### src/rtl/rvdec_pkg.sv
// ----------------------------------------------------------------------------
// rvdec_pkg
// Shared types and constants for the RV64IM instruction decoder: major
// opcodes, format classes, operation numbers and the decoded result record.
// ----------------------------------------------------------------------------
package rvdec_pkg;

   // Major opcodes, bits 6:0 of the instruction word
   localparam logic [6:0] OPC_LOAD   = 7'h03;
   localparam logic [6:0] OPC_OPIMM  = 7'h13;
   localparam logic [6:0] OPC_AUIPC  = 7'h17;
   localparam logic [6:0] OPC_OPIMMW = 7'h1b;
   localparam logic [6:0] OPC_STORE  = 7'h23;
   localparam logic [6:0] OPC_OP     = 7'h33;
   localparam logic [6:0] OPC_LUI    = 7'h37;
   localparam logic [6:0] OPC_OPW    = 7'h3b;
   localparam logic [6:0] OPC_BRANCH = 7'h63;
   localparam logic [6:0] OPC_JALR   = 7'h67;
   localparam logic [6:0] OPC_JAL    = 7'h6f;

   // Width of the packed result on the output bus
   localparam int unsigned RSP_BITS       = 67;
   localparam int unsigned RSP_TDATA_BITS = 72;

   // Format class taken from bits 6:2
   typedef enum logic [2:0] {
      FMT_U = 3'd0,
      FMT_J = 3'd1,
      FMT_I = 3'd2,
      FMT_B = 3'd3,
      FMT_S = 3'd4,
      FMT_R = 3'd5,
      FMT_X = 3'd6
   } fmt_type;

   // Operation numbers in listing order
   typedef enum logic [5:0] {
      OP_LB, OP_LH, OP_LW, OP_LD, OP_LBU, OP_LHU, OP_LWU,
      OP_ADDI, OP_SLLI, OP_SLTI, OP_SLTIU, OP_XORI, OP_SRLI, OP_SRAI, OP_ORI, OP_ANDI,
      OP_AUIPC,
      OP_ADDIW, OP_SLLIW, OP_SRLIW, OP_SRAIW,
      OP_SB, OP_SH, OP_SW, OP_SD,
      OP_ADD, OP_SUB, OP_SLL, OP_SLT, OP_SLTU, OP_XOR, OP_SRL, OP_SRA, OP_OR, OP_AND,
      OP_MUL, OP_MULH, OP_MULHSU, OP_MULHU, OP_DIV, OP_DIVU, OP_REM, OP_REMU,
      OP_LUI,
      OP_ADDW, OP_SUBW, OP_SLLW, OP_SRLW, OP_SRAW,
      OP_MULW, OP_DIVW, OP_DIVUW, OP_REMW, OP_REMUW,
      OP_BEQ, OP_BNE, OP_BLT, OP_BGE, OP_BLTU, OP_BGEU,
      OP_JALR, OP_JAL
   } op_type;

   // Decoded result of one instruction word
   typedef struct packed {
      logic signed [31:0] immediate;
      logic [6:0]         func7_field;
      logic [2:0]         func3_field;
      logic [4:0]         src_reg_b;
      logic [4:0]         src_reg_a;
      logic [4:0]         dest_reg;
      logic [2:0]         fmt_class;
      logic [5:0]         op_index;
      logic               illegal;
   } result_type;

endpackage

### src/rtl/rvdec_decode.sv
// ----------------------------------------------------------------------------
// rvdec_decode
// Combinational decode of one instruction word into operation number,
// format class, register and function fields and the format's immediate.
// ----------------------------------------------------------------------------
module rvdec_decode (
   input  logic [31:0]            instr_word,
   output rvdec_pkg::result_type  result
);

   logic [6:0]          opcode;
   logic [4:0]          fmt_bits;
   logic [2:0]          f3;
   logic [6:0]          f7;
   logic                alt;
   logic                bad;
   rvdec_pkg::op_type   op;
   rvdec_pkg::fmt_type  fmt;
   logic [31:0]         imm;

   assign opcode   = instr_word[6:0];
   assign fmt_bits = instr_word[6:2];
   assign f3       = instr_word[14:12];
   assign f7       = instr_word[31:25];
   assign alt      = (f7 != 7'd0);

   // Classify the format from bits 6:2 only
   always_comb begin
      if ((fmt_bits & 5'h17) == 5'h05) begin
         fmt = rvdec_pkg::FMT_U;
      end else if (fmt_bits == 5'h1b) begin
         fmt = rvdec_pkg::FMT_J;
      end else if (fmt_bits == 5'h18) begin
         fmt = rvdec_pkg::FMT_B;
      end else if (fmt_bits == 5'h08) begin
         fmt = rvdec_pkg::FMT_S;
      end else if ((fmt_bits & 5'h1d) == 5'h0c) begin
         fmt = rvdec_pkg::FMT_R;
      end else if ((fmt_bits & 5'h1b) == 5'h00 || fmt_bits == 5'h06 ||
                   fmt_bits == 5'h19 || fmt_bits == 5'h1c) begin
         fmt = rvdec_pkg::FMT_I;
      end else begin
         fmt = rvdec_pkg::FMT_X;
      end
   end

   // Select and sign-extend the immediate of the format
   always_comb begin
      unique case (fmt)
         rvdec_pkg::FMT_U: imm = {instr_word[31:12], 12'd0};
         rvdec_pkg::FMT_J: imm = {{12{instr_word[31]}}, instr_word[19:12], instr_word[20],
                                  instr_word[30:21], 1'b0};
         rvdec_pkg::FMT_I: imm = {{20{instr_word[31]}}, instr_word[31:20]};
         rvdec_pkg::FMT_B: imm = {{20{instr_word[31]}}, instr_word[7], instr_word[30:25],
                                  instr_word[11:8], 1'b0};
         rvdec_pkg::FMT_S: imm = {{20{instr_word[31]}}, instr_word[31:25], instr_word[11:7]};
         default:          imm = 32'd0;
      endcase
   end

   // Name the operation; unmatched words flag illegal with operation zero
   always_comb begin
      op  = rvdec_pkg::OP_LB;
      bad = 1'b0;
      unique case (opcode)
         rvdec_pkg::OPC_LOAD: begin
            case (f3)
               3'd0:    op = rvdec_pkg::OP_LB;
               3'd1:    op = rvdec_pkg::OP_LH;
               3'd2:    op = rvdec_pkg::OP_LW;
               3'd3:    op = rvdec_pkg::OP_LD;
               3'd4:    op = rvdec_pkg::OP_LBU;
               3'd5:    op = rvdec_pkg::OP_LHU;
               3'd6:    op = rvdec_pkg::OP_LWU;
               default: bad = 1'b1;
            endcase
         end
         rvdec_pkg::OPC_OPIMM: begin
            case (f3)
               3'd0:    op = rvdec_pkg::OP_ADDI;
               3'd1:    op = rvdec_pkg::OP_SLLI;
               3'd2:    op = rvdec_pkg::OP_SLTI;
               3'd3:    op = rvdec_pkg::OP_SLTIU;
               3'd4:    op = rvdec_pkg::OP_XORI;
               3'd5:    op = instr_word[30] ? rvdec_pkg::OP_SRAI : rvdec_pkg::OP_SRLI;
               3'd6:    op = rvdec_pkg::OP_ORI;
               default: op = rvdec_pkg::OP_ANDI;
            endcase
         end
         rvdec_pkg::OPC_AUIPC: op = rvdec_pkg::OP_AUIPC;
         rvdec_pkg::OPC_OPIMMW: begin
            case (f3)
               3'd0:    op = rvdec_pkg::OP_ADDIW;
               3'd1:    op = rvdec_pkg::OP_SLLIW;
               3'd5:    op = alt ? rvdec_pkg::OP_SRAIW : rvdec_pkg::OP_SRLIW;
               default: bad = 1'b1;
            endcase
         end
         rvdec_pkg::OPC_STORE: begin
            case (f3)
               3'd0:    op = rvdec_pkg::OP_SB;
               3'd1:    op = rvdec_pkg::OP_SH;
               3'd2:    op = rvdec_pkg::OP_SW;
               3'd3:    op = rvdec_pkg::OP_SD;
               default: bad = 1'b1;
            endcase
         end
         rvdec_pkg::OPC_OP: begin
            if (f7[0]) begin
               case (f3)
                  3'd0:    op = rvdec_pkg::OP_MUL;
                  3'd1:    op = rvdec_pkg::OP_MULH;
                  3'd2:    op = rvdec_pkg::OP_MULHSU;
                  3'd3:    op = rvdec_pkg::OP_MULHU;
                  3'd4:    op = rvdec_pkg::OP_DIV;
                  3'd5:    op = rvdec_pkg::OP_DIVU;
                  3'd6:    op = rvdec_pkg::OP_REM;
                  default: op = rvdec_pkg::OP_REMU;
               endcase
            end else begin
               case (f3)
                  3'd0:    op = alt ? rvdec_pkg::OP_SUB : rvdec_pkg::OP_ADD;
                  3'd1:    op = rvdec_pkg::OP_SLL;
                  3'd2:    op = rvdec_pkg::OP_SLT;
                  3'd3:    op = rvdec_pkg::OP_SLTU;
                  3'd4:    op = rvdec_pkg::OP_XOR;
                  3'd5:    op = alt ? rvdec_pkg::OP_SRA : rvdec_pkg::OP_SRL;
                  3'd6:    op = rvdec_pkg::OP_OR;
                  default: op = rvdec_pkg::OP_AND;
               endcase
            end
         end
         rvdec_pkg::OPC_LUI: op = rvdec_pkg::OP_LUI;
         rvdec_pkg::OPC_OPW: begin
            if (f7[0]) begin
               case (f3)
                  3'd0:    op = rvdec_pkg::OP_MULW;
                  3'd4:    op = rvdec_pkg::OP_DIVW;
                  3'd5:    op = rvdec_pkg::OP_DIVUW;
                  3'd6:    op = rvdec_pkg::OP_REMW;
                  3'd7:    op = rvdec_pkg::OP_REMUW;
                  default: bad = 1'b1;
               endcase
            end else begin
               case (f3)
                  3'd0:    op = alt ? rvdec_pkg::OP_SUBW : rvdec_pkg::OP_ADDW;
                  3'd1:    op = rvdec_pkg::OP_SLLW;
                  3'd5:    op = alt ? rvdec_pkg::OP_SRAW : rvdec_pkg::OP_SRLW;
                  default: bad = 1'b1;
               endcase
            end
         end
         rvdec_pkg::OPC_BRANCH: begin
            case (f3)
               3'd0:    op = rvdec_pkg::OP_BEQ;
               3'd1:    op = rvdec_pkg::OP_BNE;
               3'd4:    op = rvdec_pkg::OP_BLT;
               3'd5:    op = rvdec_pkg::OP_BGE;
               3'd6:    op = rvdec_pkg::OP_BLTU;
               3'd7:    op = rvdec_pkg::OP_BGEU;
               default: bad = 1'b1;
            endcase
         end
         rvdec_pkg::OPC_JALR: op = rvdec_pkg::OP_JALR;
         rvdec_pkg::OPC_JAL:  op = rvdec_pkg::OP_JAL;
         default:             bad = 1'b1;
      endcase
   end

   // Assemble the result record
   always_comb begin
      result.illegal     = bad;
      result.op_index    = bad ? 6'd0 : 6'(op);
      result.fmt_class   = 3'(fmt);
      result.dest_reg    = instr_word[11:7];
      result.src_reg_a   = instr_word[19:15];
      result.src_reg_b   = instr_word[24:20];
      result.func3_field = f3;
      result.func7_field = f7;
      result.immediate   = imm;
   end

endmodule

### src/rtl/rv64im_instruction_decoder_unit.sv
// ----------------------------------------------------------------------------
// rv64im_instruction_decoder_unit
// Streaming RV64IM instruction decoder, one instruction word per transfer.
// ----------------------------------------------------------------------------
// Usage:
//   The req_ channel carries one 32-bit instruction word per transfer. The
//   rsp_ channel returns one decoded record per word, in order: illegal flag,
//   operation number, format class, rd, rs1, rs2, funct3, funct7 and the
//   sign-extended immediate.
//   From the req_ transfer to rsp_tvalid, the word is captured in an input
//   register, decoded by one pass of field-matching logic and captured in
//   the output register. Throughput is one word per cycle while the receiver
//   does not stall; the decode pass sets that figure.
//   When the receiver stalls, the output register holds its record and the
//   input register holds its word; req_tready drops only once both stages
//   are full, and the stages resume without loss when rsp_tready returns.
//   Synchronous reset empties both stages; no other state is kept.
// ----------------------------------------------------------------------------
module rv64im_instruction_decoder_unit (
   input  logic        clock,
   input  logic        reset,
   // Instruction input
   input  logic        req_tvalid,
   output logic        req_tready,
   input  logic [31:0] req_tdata,   // [31:0] instr_word
   // Decoded result
   output logic        rsp_tvalid,
   input  logic        rsp_tready,
   output logic [rvdec_pkg::RSP_TDATA_BITS-1:0] rsp_tdata
   // rsp_tdata fields from bit 0: illegal[0], op_index[6:1], fmt_class[9:7],
   // dest_reg[14:10], src_reg_a[19:15], src_reg_b[24:20], func3_field[27:25],
   // func7_field[34:28], immediate[66:35], zero fill[71:67]
);

   logic                  word_valid_ff;
   logic                  word_valid_in;
   logic [31:0]           word_ff;
   logic                  rsp_valid_ff;
   logic                  rsp_valid_in;
   rvdec_pkg::result_type rsp_data_ff;
   rvdec_pkg::result_type decoded;
   logic                  out_load;
   logic                  word_load;

   // Advance the output stage when it is empty or being drained
   assign out_load  = !rsp_valid_ff || rsp_tready;
   assign req_tready = !word_valid_ff || out_load;
   assign word_load = req_tvalid && req_tready;

   always_comb begin
      word_valid_in = word_valid_ff;
      if (req_tready) begin
         word_valid_in = req_tvalid;
      end
      rsp_valid_in = rsp_valid_ff;
      if (out_load) begin
         rsp_valid_in = word_valid_ff;
      end
   end

   // Stage control registers
   always_ff @(posedge clock) begin
      if (reset) begin
         word_valid_ff <= 1'b0;
         rsp_valid_ff  <= 1'b0;
      end else begin
         word_valid_ff <= word_valid_in;
         rsp_valid_ff  <= rsp_valid_in;
      end
   end

   // Capture the incoming word
   always_ff @(posedge clock) begin
      if (word_load) begin
         word_ff <= req_tdata;
      end
   end

   rvdec_decode u_decode (
      .instr_word (word_ff),
      .result     (decoded)
   );

   // Capture the decoded record
   always_ff @(posedge clock) begin
      if (out_load && word_valid_ff) begin
         rsp_data_ff <= decoded;
      end
   end

   assign rsp_tvalid = rsp_valid_ff;
   assign rsp_tdata  = {{(rvdec_pkg::RSP_TDATA_BITS - rvdec_pkg::RSP_BITS){1'b0}},
                        rsp_data_ff};

endmodule

### config.mk
export PLATFORM = sky130hd
export DESIGN_NAME = rv64im_instruction_decoder_unit
export DESIGN_NICKNAME = d
export VERILOG_FILES = /design/src/rtl/rvdec_pkg.sv /design/src/rtl/rvdec_decode.sv /design/src/rtl/rv64im_instruction_decoder_unit.sv
export SDC_FILE = /design/constraint.sdc
export NUM_CORES = 1
export LEC_CHECK = 0
export BUFFER_PORTS_ARGS = -buffer_cell sky130_fd_sc_hd__buf_2
export CAP_MARGIN = 20
export CORE_ASPECT_RATIO = 2
export CORE_UTILIZATION = 40
export DETAILED_ROUTE_END_ITERATION = 8
export PLACE_DENSITY = 0.71
export SYNTH_ARGS = -nofsm -noshare
export SYNTH_HDL_FRONTEND = slang
export SYNTH_HIERARCHICAL = 1
export SYNTH_SLANG_ARGS = --single-unit
### constraint.sdc
create_clock -name clock -period 6.94 [get_ports clock]
set_clock_uncertainty 0.2 [all_clocks]
set_input_delay 1.388 -clock clock [delete_from_list [all_inputs] [get_ports clock]]
set_output_delay 1.388 -clock clock [all_outputs]
set_load 0.05 [all_outputs]
# ---- Yosys cells after proc, flatten, opt, wreduce, memory -nomap -nowiden
# Index checks and enable logic that the tools add are counted.
dict set report totals {
  output_inout_bits 74
  input_bits 36
  register_bits 101
  latchBits 0
  n_memories 0
  romBits 0
  word_cells 93
  ramBits 0
}
dict set report classes {
  multipliers 0
  n_addsub 0
  n_lt_le_gt_ge 0
  div 0
  bitwise_logic 0
  mux 32
  reduce_logical 19
  n_eq_ne 30
  shifts 0
}
# cell n
set ops {}
lappend ops {{one-hot mux 32 bit (5 select lines)} 1}
lappend ops {{one-hot mux 6 bit (7 select lines)} 2}
lappend ops {{one-hot mux 6 bit (11 select lines)} 1}
lappend ops {{one-hot mux 6 bit (3 select lines)} 2}
lappend ops {{one-hot mux 6 bit (6 select lines)} 1}
lappend ops {{one-hot mux 6 bit (5 select lines)} 1}
lappend ops {{== test 7 x 6 -> 1 bit (second input constant)} 4}
lappend ops {{one-hot mux 4 bit (7 select lines)} 1}
lappend ops {{== test 7 x 5 -> 1 bit (second input constant)} 3}
lappend ops {{== test 7 bit (second input constant)} 3}
lappend ops {{2-to-1 mux 3 bit} 7}
lappend ops {{== test 5 bit (second input constant)} 4}
lappend ops {{one-hot mux 5 bit (4 select lines)} 1}
lappend ops {{2-to-1 mux 6 bit} 3}
lappend ops {{one-hot mux 3 bit (6 select lines)} 1}
lappend ops {{== test 3 bit (second input constant)} 5}
lappend ops {{== test 3 x 2 -> 1 bit (second input constant)} 4}
lappend ops {{OR reduction 6 bit} 2}
lappend ops {{== test 4 x 3 -> 1 bit (second input constant)} 2}
lappend ops {{2-to-1 mux 1 bit} 8}
lappend ops {{== test 7 x 2 -> 1 bit (second input constant)} 1}
lappend ops {{nonzero test 7 bit} 1}
lappend ops {{OR reduction 7 bit} 1}
lappend ops {{== test 3 x 1 -> 1 bit (second input constant)} 2}
lappend ops {{13 further kinds} 20}

# ---- Depth between registers and ports, before layout
dict set report depth {
  ltp_word 12
  ltp_mapped 7
}

# ---- By module
# Netlist, hierarchy kept.
# module instances area_per_inst_um2 cells_each
set modules_own_cells {}
lappend modules_own_cells {rv64im_instruction_decoder_unit 1 3118.0 115}
lappend modules_own_cells {rvdec_decode 1 1534.0 268}

# ---- Worst setup path before layout
# No wires, ideal clock.
dict set report synth_timing {
  path_type {in2out}
  from {input rsp_tready}
  to {output req_tready}
  path_buffers 0
  path_slack_ns 3.715
  arrival_ns 1.637
  path_stages 1
  required_time_ns 5.352
  cell_sequence {nand3b_4}
}
dict set report synth_between {
  elab_chain_cells 2
}
# element line
set synth_lines {}
lappend synth_lines {{start, declared} rv64im_instruction_decoder_unit.sv:28} ;# input logic rsp_tready,
lappend synth_lines {{logical OR 1 bit} rv64im_instruction_decoder_unit.sv:46} ;# assign out_load = !rsp_valid_ff || rsp_tready;
lappend synth_lines {{logical OR 1 bit} rv64im_instruction_decoder_unit.sv:47} ;# assign req_tready = !word_valid_ff || out_load;
lappend synth_lines {{end, declared} rv64im_instruction_decoder_unit.sv:24} ;# output logic req_tready,
# No other way between the ends.

# ---- Worst setup path after layout
# Ends and elaborated chain as after synthesis.

==> results.md <==
* Startpoint of the lowest-slack register-to-register path: word_ff[6]$_DFFE_PP_
* Cells on Worst Hold Path at 0
* Detail Placement HPWL at roughly 7800 um
* Most common cell after layout, fill and taps aside: sky130_fd_sc_hd__buf_2
* Initial core utilization at about two fifths
* Met2 routed WL at between 6000 and 7000 um
* Ports at 110
* Type of the most critical hold path: reg -> reg
* Number of sinks on the clock net at 101
* Clock slew at reported path FFs at 0.07 ns
* Combinational family with the most area after synthesis: compound AO/OA/AOI/OAI gates
* Origin of the worst min-delay path: word_ff[19]$_DFFE_PP_
* Total of cells resized after clock tree synthesis at 0
* Syn Std Cell Area at 0.00465 mm2
* Count of vias placed by the detailed router at about 3200
* Actual slew at the worst max-slew pin at 0.907 ns
* Average via count per standard cell at 5.40
* Final TNS setup at 0 ns
* Master cell of the clock root buffer: sky130_fd_sc_hd__clkbuf_16
* Width of the die at 78.3 um
* Clock buffer depth at 2
* Average wire per standard cell at approximately 18 um
* Count of distinct cell types in the synthesized netlist at 60
* Global-route usage over all layers at roughly 18%
* Fmax at slightly below 300 MHz
* Placement Rows at 55
* Yosys top cell area share at a little under two thirds
* Top cells by area, synth: sky130_fd_sc_hd__edfxtp_1 64%, sky130_fd_sc_hd__buf_4 5.0%, sky130_fd_sc_hd__o21ai_0 3.6%
* Synth Area in XOR/XNOR at less than 1%
* Height of the die at about 150 um
* Detailed-routed wire length on met3 at 329 um
* Final layout net count at 486
* Maximum number of pins on one net before global-route repair at 68
* CTS tree: built
* Routed Antenna Nets at 0
* Number of global-route vias before repair at 3153
* Post-CTS setup repair buffer count at 0
* Leakage power total at 0.00207 uW
* Number of CTS-inserted buffers at 9
* Outcome: completed
* Cts hold-fix bufs at 0
* Area growth from synthesis to final layout at 15.5%
* Area of the die at about 0.012 mm2
* DR DRC count at 0
* Global-route wire length before repair at 16200 um
* Number of setup violations in the final report at 0
* Max Used Layer: met4
* Smallest setup slack after layout at about 3.5 ns
* Dpl ws at approximately 3.5 ns
* Area leader, netlist: sky130_fd_sc_hd__edfxtp_1
* ANT cells at 0
* FF+latch count, synth at between 100 and 150
* Final hold violation count at 0
* Area of the core region at roughly 0.011 mm2
* Minimum clock period at 3.46 ns
* Worst slew margin relative to its limit at between 30% and 40%
* Number of warnings reported in the yosys synthesis log at 6
* Length in cells of the worst reg-to-reg path at 5
* Unrepaired setup endpoints after global routing: no
* Post-synthesis compound-gate area fraction at around an eighth
* Sink of the worst hold path: rsp_tdata[19]$_DFFE_PP_
* Critical path data required time at 5.35 ns
* Cell count after synthesis at between 300 and 400
* Register-to-register setup slack at between 4 and 5 ns
* Iter 0 DRT Violations at 211
* Critical Path Fanout Max at 3
* Multiplexer fraction of the synthesized cell area at 0.457%
* Drt total wl at about 10000 um
* Number of antenna violations at the first check in global routing at 0
* Number of input and output port buffers inserted at 104
* Proportion of synthesized flip-flops having asynchronous set or reset at 0%
* Ratio of final minimum period to clock period at between 40% and 50%
* Layout cells sized above 1 at between 20% and 30%
* Detailed-route wire length on metal 1 at around 3700 um
* R2r endpoint: rsp_tdata[50]$_DFFE_PP_
* Residual overflow from global routing at 0
* Type of the setup path with the least slack: in -> out
* Critical Path End Type: output port
* Area share of and/or/nand/nor cells after synthesis at 12.6%
* H-Tree Depth at 3
* First-pass detailed-route iteration total at 4
* Avg Cell Area, Syn at between 10 and 15 um2
* Arrival time reported for the critical path endpoint at about 1.9 ns
* Final-report max-slew violation count at 0
* Weighted congestion reported at the end of routability-driven placement at around 0.91
* Largest vdd supply drop at approximately 0.11 mV
* Critical path launch point type: primary input
* Areal power density over the cells at 264 mW/mm2
* Sequential cell area fraction in the yosys report at between 60 and 70%
* Clock latency at the later pin of the worst-skew pair at 0.34 ns
* Max-cap violations at 0
* Number of enable flip-flop cells after synthesis at slightly below 100
* Top library cells by usage in the layout, fill and taps aside: 104 x sky130_fd_sc_hd__buf_2, 99 x sky130_fd_sc_hd__edfxtp_1, 33 x sky130_fd_sc_hd__o21ai_0
* Flip-flop cell with the highest count after synthesis: sky130_fd_sc_hd__edfxtp_1
* Adder-cell share of the synthesized area at 0%
-- power breakdown --
part | internal (uW) | switching [uW]
Clock | 285 | 218
Sequential | 710 | 24.4
Combinational | 42.1 | 138
-- area by class of cell --
class                      count  area [um2]
clock buffer                   9         225
clock inverter                 7        82.6
fill                        1040        5910
inverter                      22        82.6
multi-input combinational    209        1250
sequential                   101        3010
tap                          142         178
timing repair buffer         107         543
-- per-stage QoR --
step | instances | util (%) | total power [uW] | cell area, um2 | hold slack, ns
CTS | 597 | 47.6 | 1430 | 5370 | 0.251
floorplan | 387 | - | 889 | 4670 | 0.261
detailed placement | 581 | 44.9 | 928 | 5060 | 0.234
global route | 597 | 47.6 | 1470 | 5370 | 0.272
global placement | 581 | 44.9 | 924 | 5060 | 0.238
finish | 597 | 47.6 | 1420 | 5370 | 0.249
-- layer usage --
layer / vias up / global-route usage [%]
li1: 1530 / -
met1: 1562 / 17.8
met2: 102 / 33.8
met3: 30 / 2.71
met4: 0 / 11.1
met5: - / 0
-- how the worst max path moves through the flow --
stage          startpoint          to  slack, ns  cells after the start
6_report       rsp_tready  req_tready       3.48                      3
5_1_grt        rsp_tready  req_tready       3.47                      3
4_1_cts        rsp_tready  req_tready       3.48                      3
3_5_place_dp   rsp_tready  req_tready       3.48                      3
3_3_place_gp   rsp_tready  req_tready       3.49                      3
2_1_floorplan  rsp_tready  req_tready       3.72                      1
-- flip-flops by register name, summed over array words and instances, names as in the netlist --
register and flops:
rsp_tdata 67, word_ff 32, rsp_tvalid 1, word_valid_ff 1
-- cell usage after synthesis, drive strengths merged (2+ instances only) --
library cell and instances:
a221oi 2, a2111oi 2, inv 22, clkbuf 22
nand2b 2, dfxtp 2, nor2b 8, buf 33
nand2 17, a221o 2, a31oi 6, edfxtp 99
nand4 2, nor3 9, nand3b 2, a211oi 3
o21ai 33, o21bai 2, or3 8, nor4 5
and3b 3, nor2 24, a2111o 2, a22o 4
nand3 8, a22oi 4, o22ai 3, and2 8
and3 2, a21oi 20, o211ai 2
-- worst max-delay path, cell delays in order --
cell and delay (ns):
sky130_fd_sc_hd__buf_2 0.10, sky130_fd_sc_hd__nand3b_4 0.16, sky130_fd_sc_hd__buf_2 0.22
-- cells by family (layout without fill, tap and decap cells) --
family          Yosys count  count (layout)
flops                   101             101
other cells               1               5
compound gates           96              96
simple gates            105             105
mux                       2               2
buf+inv                  77             145
xor+xnor                  1               1
Power figures use the tool's default switching activity.
